[src/rtl/core/fire_pkg.sv]
// Shared types, constants and the fire palette for the fire effect grid engine.
// Used by fire_ctrl, fire_datapath and fire_effect_grid_engine.
`timescale 1ns / 1ps

package fire_pkg;

   localparam int DEF_GRID_COLS  = 32;
   localparam int DEF_GRID_ROWS  = 32;
   localparam int DEF_ZOOM_SHIFT = 2;

   localparam int HEAT_W  = 6;
   localparam int COORD_W = 7;
   localparam int RGB_W   = 18;

   localparam logic [HEAT_W-1:0] HEAT_MAX    = 6'd63;
   localparam logic [HEAT_W-1:0] HEAT_ZERO   = 6'd0;
   localparam logic [31:0]       NOISE_RESET = 32'd31421;
   localparam logic [31:0]       NOISE_MIX   = 32'd6927;

   typedef enum logic [1:0] {
      FUNC_UPDATE = 2'd0,
      FUNC_PIXEL  = 2'd1,
      FUNC_SOURCE = 2'd2,
      FUNC_NONE   = 2'd3
   } func_type;

   // Controller to datapath commands
   typedef struct packed {
      logic clr_wr;    // write one cell of the clearing pass
      logic start;     // capture level, rewind column and row counters
      logic pix_sel;   // read port takes the pixel address from the request
      logic rd_hold;   // hold the read data register
      logic fill_wr;   // write one cell of row 0 with the captured level
      logic upd_wr;    // write one moved cell, advance noise and counters
      logic pix_load;  // load the colour of the cell just read into the output
   } cmd_type;

   // Datapath to controller status
   typedef struct packed {
      logic clr_last;
      logic col_last;
      logic row_last;
      logic out_free;
   } stat_type;

   // Palette entry: red [17:12], green [11:6], blue [5:0]
   function automatic logic [RGB_W-1:0] pal_entry(input logic [5:0] r, input logic [5:0] g,
                                                  input logic [5:0] b);
      return {r, g, b};
   endfunction

   function automatic logic [RGB_W-1:0] pal_lookup(input logic [4:0] idx);
      logic [RGB_W-1:0] e;
      case (idx)
         5'd0:  e = pal_entry(6'h01, 6'h01, 6'h01);
         5'd1:  e = pal_entry(6'h07, 6'h01, 6'h01);
         5'd2:  e = pal_entry(6'h0b, 6'h03, 6'h01);
         5'd3:  e = pal_entry(6'h11, 6'h03, 6'h01);
         5'd4:  e = pal_entry(6'h15, 6'h05, 6'h01);
         5'd5:  e = pal_entry(6'h19, 6'h07, 6'h01);
         5'd6:  e = pal_entry(6'h1d, 6'h07, 6'h01);
         5'd7:  e = pal_entry(6'h27, 6'h0b, 6'h01);
         5'd8:  e = pal_entry(6'h2b, 6'h0f, 6'h01);
         5'd9:  e = pal_entry(6'h2f, 6'h11, 6'h01);
         5'd10: e = pal_entry(6'h31, 6'h11, 6'h01);
         5'd11: e = pal_entry(6'h37, 6'h15, 6'h01);
         5'd12: e = pal_entry(6'h37, 6'h15, 6'h01);
         5'd13: e = pal_entry(6'h35, 6'h17, 6'h01);
         5'd14: e = pal_entry(6'h35, 6'h17, 6'h01);
         5'd15: e = pal_entry(6'h35, 6'h19, 6'h03);
         5'd16: e = pal_entry(6'h33, 6'h1d, 6'h03);
         5'd17: e = pal_entry(6'h33, 6'h1f, 6'h03);
         5'd18: e = pal_entry(6'h33, 6'h21, 6'h05);
         5'd19: e = pal_entry(6'h31, 6'h21, 6'h05);
         5'd20: e = pal_entry(6'h31, 6'h25, 6'h07);
         5'd21: e = pal_entry(6'h2f, 6'h27, 6'h07);
         5'd22: e = pal_entry(6'h2f, 6'h27, 6'h07);
         5'd23: e = pal_entry(6'h2f, 6'h29, 6'h09);
         5'd24: e = pal_entry(6'h2f, 6'h29, 6'h09);
         5'd25: e = pal_entry(6'h2f, 6'h2b, 6'h0b);
         5'd26: e = pal_entry(6'h2d, 6'h2b, 6'h0b);
         5'd27: e = pal_entry(6'h2d, 6'h2d, 6'h0b);
         5'd28: e = pal_entry(6'h33, 6'h33, 6'h1b);
         5'd29: e = pal_entry(6'h37, 6'h37, 6'h27);
         5'd30: e = pal_entry(6'h3b, 6'h3b, 6'h31);
         default: e = pal_entry(6'h3f, 6'h3f, 6'h3f);
      endcase
      return e;
   endfunction

endpackage

[src/rtl/core/fire_ctrl.sv]
// Sequencer for the fire effect grid engine: clearing pass, item decode and passes.
// Depends on fire_pkg for command, status and function code types.
`timescale 1ns / 1ps

module fire_ctrl
   import fire_pkg::*;
(
   input  logic     clock,
   input  logic     reset,
   input  logic     req_tvalid,
   output logic     req_tready,
   input  func_type func,
   input  stat_type stat,
   output cmd_type  cmd
);

   typedef enum logic [5:0] {
      ST_CLEAR  = 6'b000001,
      ST_IDLE   = 6'b000010,
      ST_FILL   = 6'b000100,
      ST_UPD_RD = 6'b001000,
      ST_UPD_WR = 6'b010000,
      ST_PIX    = 6'b100000
   } state_type;

   state_type state_ff, state_in;

   always_ff @(posedge clock) begin
      if (reset) begin
         state_ff <= ST_CLEAR;
      end else begin
         state_ff <= state_in;
      end
   end

   always_comb begin
      state_in   = state_ff;
      cmd        = '0;
      req_tready = 1'b0;
      unique case (state_ff)
         ST_CLEAR: begin
            cmd.clr_wr = 1'b1;
            if (stat.clr_last) state_in = ST_IDLE;
         end
         ST_IDLE: begin
            req_tready  = 1'b1;
            cmd.pix_sel = 1'b1;
            if (req_tvalid) begin
               cmd.start = 1'b1;
               unique case (func)
                  FUNC_UPDATE: state_in = ST_UPD_RD;
                  FUNC_PIXEL:  state_in = ST_PIX;
                  FUNC_SOURCE: state_in = ST_FILL;
                  default:     state_in = ST_IDLE;
               endcase
            end
         end
         ST_FILL: begin
            cmd.fill_wr = 1'b1;
            if (stat.col_last) state_in = ST_IDLE;
         end
         ST_UPD_RD: begin
            state_in = ST_UPD_WR;
         end
         ST_UPD_WR: begin
            cmd.upd_wr = 1'b1;
            if (stat.col_last && stat.row_last) state_in = ST_IDLE;
            else state_in = ST_UPD_RD;
         end
         ST_PIX: begin
            // hold the cell just read until the output register can take the colour
            cmd.rd_hold = 1'b1;
            if (stat.out_free) begin
               cmd.pix_load = 1'b1;
               state_in     = ST_IDLE;
            end
         end
         default: state_in = ST_CLEAR;
      endcase
   end

endmodule

[config.mk]
export PLATFORM = sky130hd
export DESIGN_NAME = fire_ctrl
export DESIGN_NICKNAME = d
export VERILOG_FILES = /design/src/rtl/core/fire_pkg.sv /design/src/rtl/core/fire_ctrl.sv
export SDC_FILE = /design/constraint.sdc
export NUM_CORES = 1
export LEC_CHECK = 0
export ABC_AREA = 0
export BUFFER_PORTS_ARGS = -buffer_cell sky130_fd_sc_hd__buf_4
export CAP_MARGIN = 20
export CORE_AREA = 10 10 47 49
export CTS_CLUSTER_SIZE = 16
export DETAILED_ROUTE_END_ITERATION = 16
export DIE_AREA = 0 0 57 59
export HOLD_SLACK_MARGIN = 0.15
export PLACE_DENSITY = 0.66
export SYNTH_ARGS = -nofsm -noshare
export SYNTH_HDL_FRONTEND = slang
export SYNTH_SLANG_ARGS = --single-unit
[constraint.sdc]
create_clock -name clock -period 2.04 [get_ports clock]
set_input_delay 0.408 -clock clock [delete_from_list [all_inputs] [get_ports clock]]
set_output_delay 0.408 -clock clock [all_outputs]
set_load 0.02 [all_outputs]
==> results.md <==
* Initial antenna violation count at 0
* Max Freq at 0.506 GHz
* Pre-antenna DRT Iters at 3
* Area delta synth->final at 39.9%
* Top flop regs: state_ff (6)
* CTS tree: yes
* Routability cong. at 0.850
* Post-Synthesis Cells at 54
* WHS at 0.330 ns
* Max-cap violations at 0
* CTS Hold Bufs at 0
* Synthesized area per cell at 7.79 µm²
* DRT antenna net count at 0
* CTS Buf Count at 3
* IO Count at 17
* Largest Register: state_ff
* PostCTS Resize Cnt at 0
* Syn_nets at 63
* WL per Instance at 12.9 µm
* Post-synth ARST share at 0%
* GRT overflow at 0
* N_diodes at 0
* CTS Buffer Depth at 2
* Worst setup SP type: register
* Synthesized cell area at 420 µm²
* Starting Density at 30.0%
* Req. time, crit path at 1.63 ns
* Pin count of the biggest net entering global routing at 9
* FF-to-FF setup slack at 0.41 ns
* Multi-input logic area at 282 µm²
* Met3 wire len at 79 µm
* Final hold violation count at 0
* First-pass GRT wire length at 1.96 mm
* Die area at 3360 µm²
* Worst hold path stage count at 2
* Core area at 1400 µm²
* Maximum fanout along the worst path at 7
* Util after Layout at 42.0%
* Met2 WL at 510 µm
* Clock-pin slew on the worst setup and hold paths at 0.04 ns
* Hold Path End: state_ff[5]
* Fillers at 149
* Synthesis warning total at 0
* Row cnt at 14
* Cell Area, Placed at 556 µm²
* Max FFs per register at 6
* Max IR drop VDD at 291 µV
* Post-synth EDFFs at 0
* Slew at the pin closest to its max-slew limit at 0.383 ns
* GRT Overall Usage at 7.29%
* Status: finished clean
* Worst R2R End: state_ff[4]
* Reg area at 121 µm²
* Tcrit/Tclk final at 96.9%
* Most common cell after layout, fill and taps aside: buf_4
* CP endpoint kind: output pin
* Top_reg_cell synth: dfxtp_1
* Wl on met1 at 525 µm
* Skew final at 0.00143 ns
* Slew margin rel. at 74.2%
* Worst Path Arrival at 1.57 ns
* Pwr dens at 645 nW/µm²
* Final setup vio count at 0
* Static Leak at 0.000270 µW
* Hold Path Class: primary input to register
* Vias in the first global route at 461
* DIE HEIGHT at 59 µm
* Worst r2r path cells at 4
* Top Layer Used: met4
* NumNets Final at 83
* DRC Markers at 0
* Final WL at 1.14 mm
* Port Buffer Count at 16
* Buffer count from post-CTS setup fixing at 0
* Finished layout cell area at 588 µm²
* Routed via count at 425
* Fin crit period at 1.98 ns
* Crit Path Category: register to output pin
* Hpwl dp at 930 µm
* Die W at 57 µm
* H-tree Lvls at 1
* Netlist cell types at 30
* Register area share after synthesis at 28.6%
* Worst skew pair latency at 0.25 ns
* Clock root cell: clkbuf_4
* Via/cell ratio at 4.83
* Most frequent cells in the layout: buf_4, nor2_1, nand2_1, dfxtp_1, inv_1
* Min-delay src: reset
* Final Max Tran Viols at 0
* Initial DRC Count at 1
* Fraction of layout cells with a size suffix above 1 at 33.3%
* Clock sinks at 6
* Synth Register Bits at 6
* Reg-to-Reg Start: state_ff[5]
==> through the flow <==
| step | worst slack (ns) | TNS (ns) | total power, µW | std cells |
|---|---|---|---|---|
| global placement | 0.320 | 0 | 266 | 85 |
| finish | 0.0627 | 0 | 379 | 88 |
| floorplan | 0.0336 | 0 | 222 | 54 |
| CTS | 0.0345 | 0 | 383 | 88 |
| global route | -0.000266 | -0.000266 | 405 | 88 |
| detailed placement | 0.309 | 0 | 267 | 85 |
==> final cells by class <==
| type | count | share of cell area, % |
|---|---|---|
| clock buffers | 3 | 3.83 |
| inverters | 4 | 2.55 |
| flip-flops and latches | 6 | 20.6 |
| repair buffers | 17 | 21.7 |
| multi-input cells | 42 | 47.9 |
| well taps | 16 | 3.40 |
==> Yosys cell counts (2+ instances only) <==
cell	count	area (µm²)
nor2_1	7	26.3
dfxtp_1	6	120
nand2_1	5	18.8
inv_1	4	15.0
and3_1	3	18.8
a21oi_1	2	10.0
and2_1	2	12.5
nand2b_1	2	12.5
nor4_1	2	12.5
==> cells by family after synthesis <==
family | Yosys count | synth area share (%)
xor+xnor | 1 | 2.08
simple gates | 31 | 46.1
compound gates | 10 | 16.7
flops | 6 | 28.6
buf+inv | 6 | 6.55
==> metal layers <==
layer / GRT usage [%] / vias to the layer above
met5: 0 / -
met4: 3.02 / 0
met3: 4.72 / 4
met2: 10.7 / 12
met1: 8.16 / 178
li1: - / 231
==> report_power, final <==
part	internal, µW	switching [µW]	leakage (µW)
logic	60.4	62.8	0.000207
clock network	66.6	44.2	0.0000138
registers	128	17.6	0.0000492
total	255	125	0.000270
==> worst max-delay path by stage <==
stage,start,to,cells after the start
2_1_floorplan,state_ff[3],cmd[0],4
3_3_place_gp,state_ff[0],cmd[1],3
3_5_place_dp,state_ff[0],cmd[1],3
4_1_cts,state_ff[0],cmd[1],3
5_1_grt,state_ff[3],cmd[0],4
6_report,state_ff[0],cmd[1],3
==> critical path, cell delays in order, from the launching register on <==
cell     delay (ns)
dfxtp_1        0.35
or4_4          0.58
nor3b_4        0.22
buf_4          0.17
No activity file was read; power rests on OpenSTA's default activity.
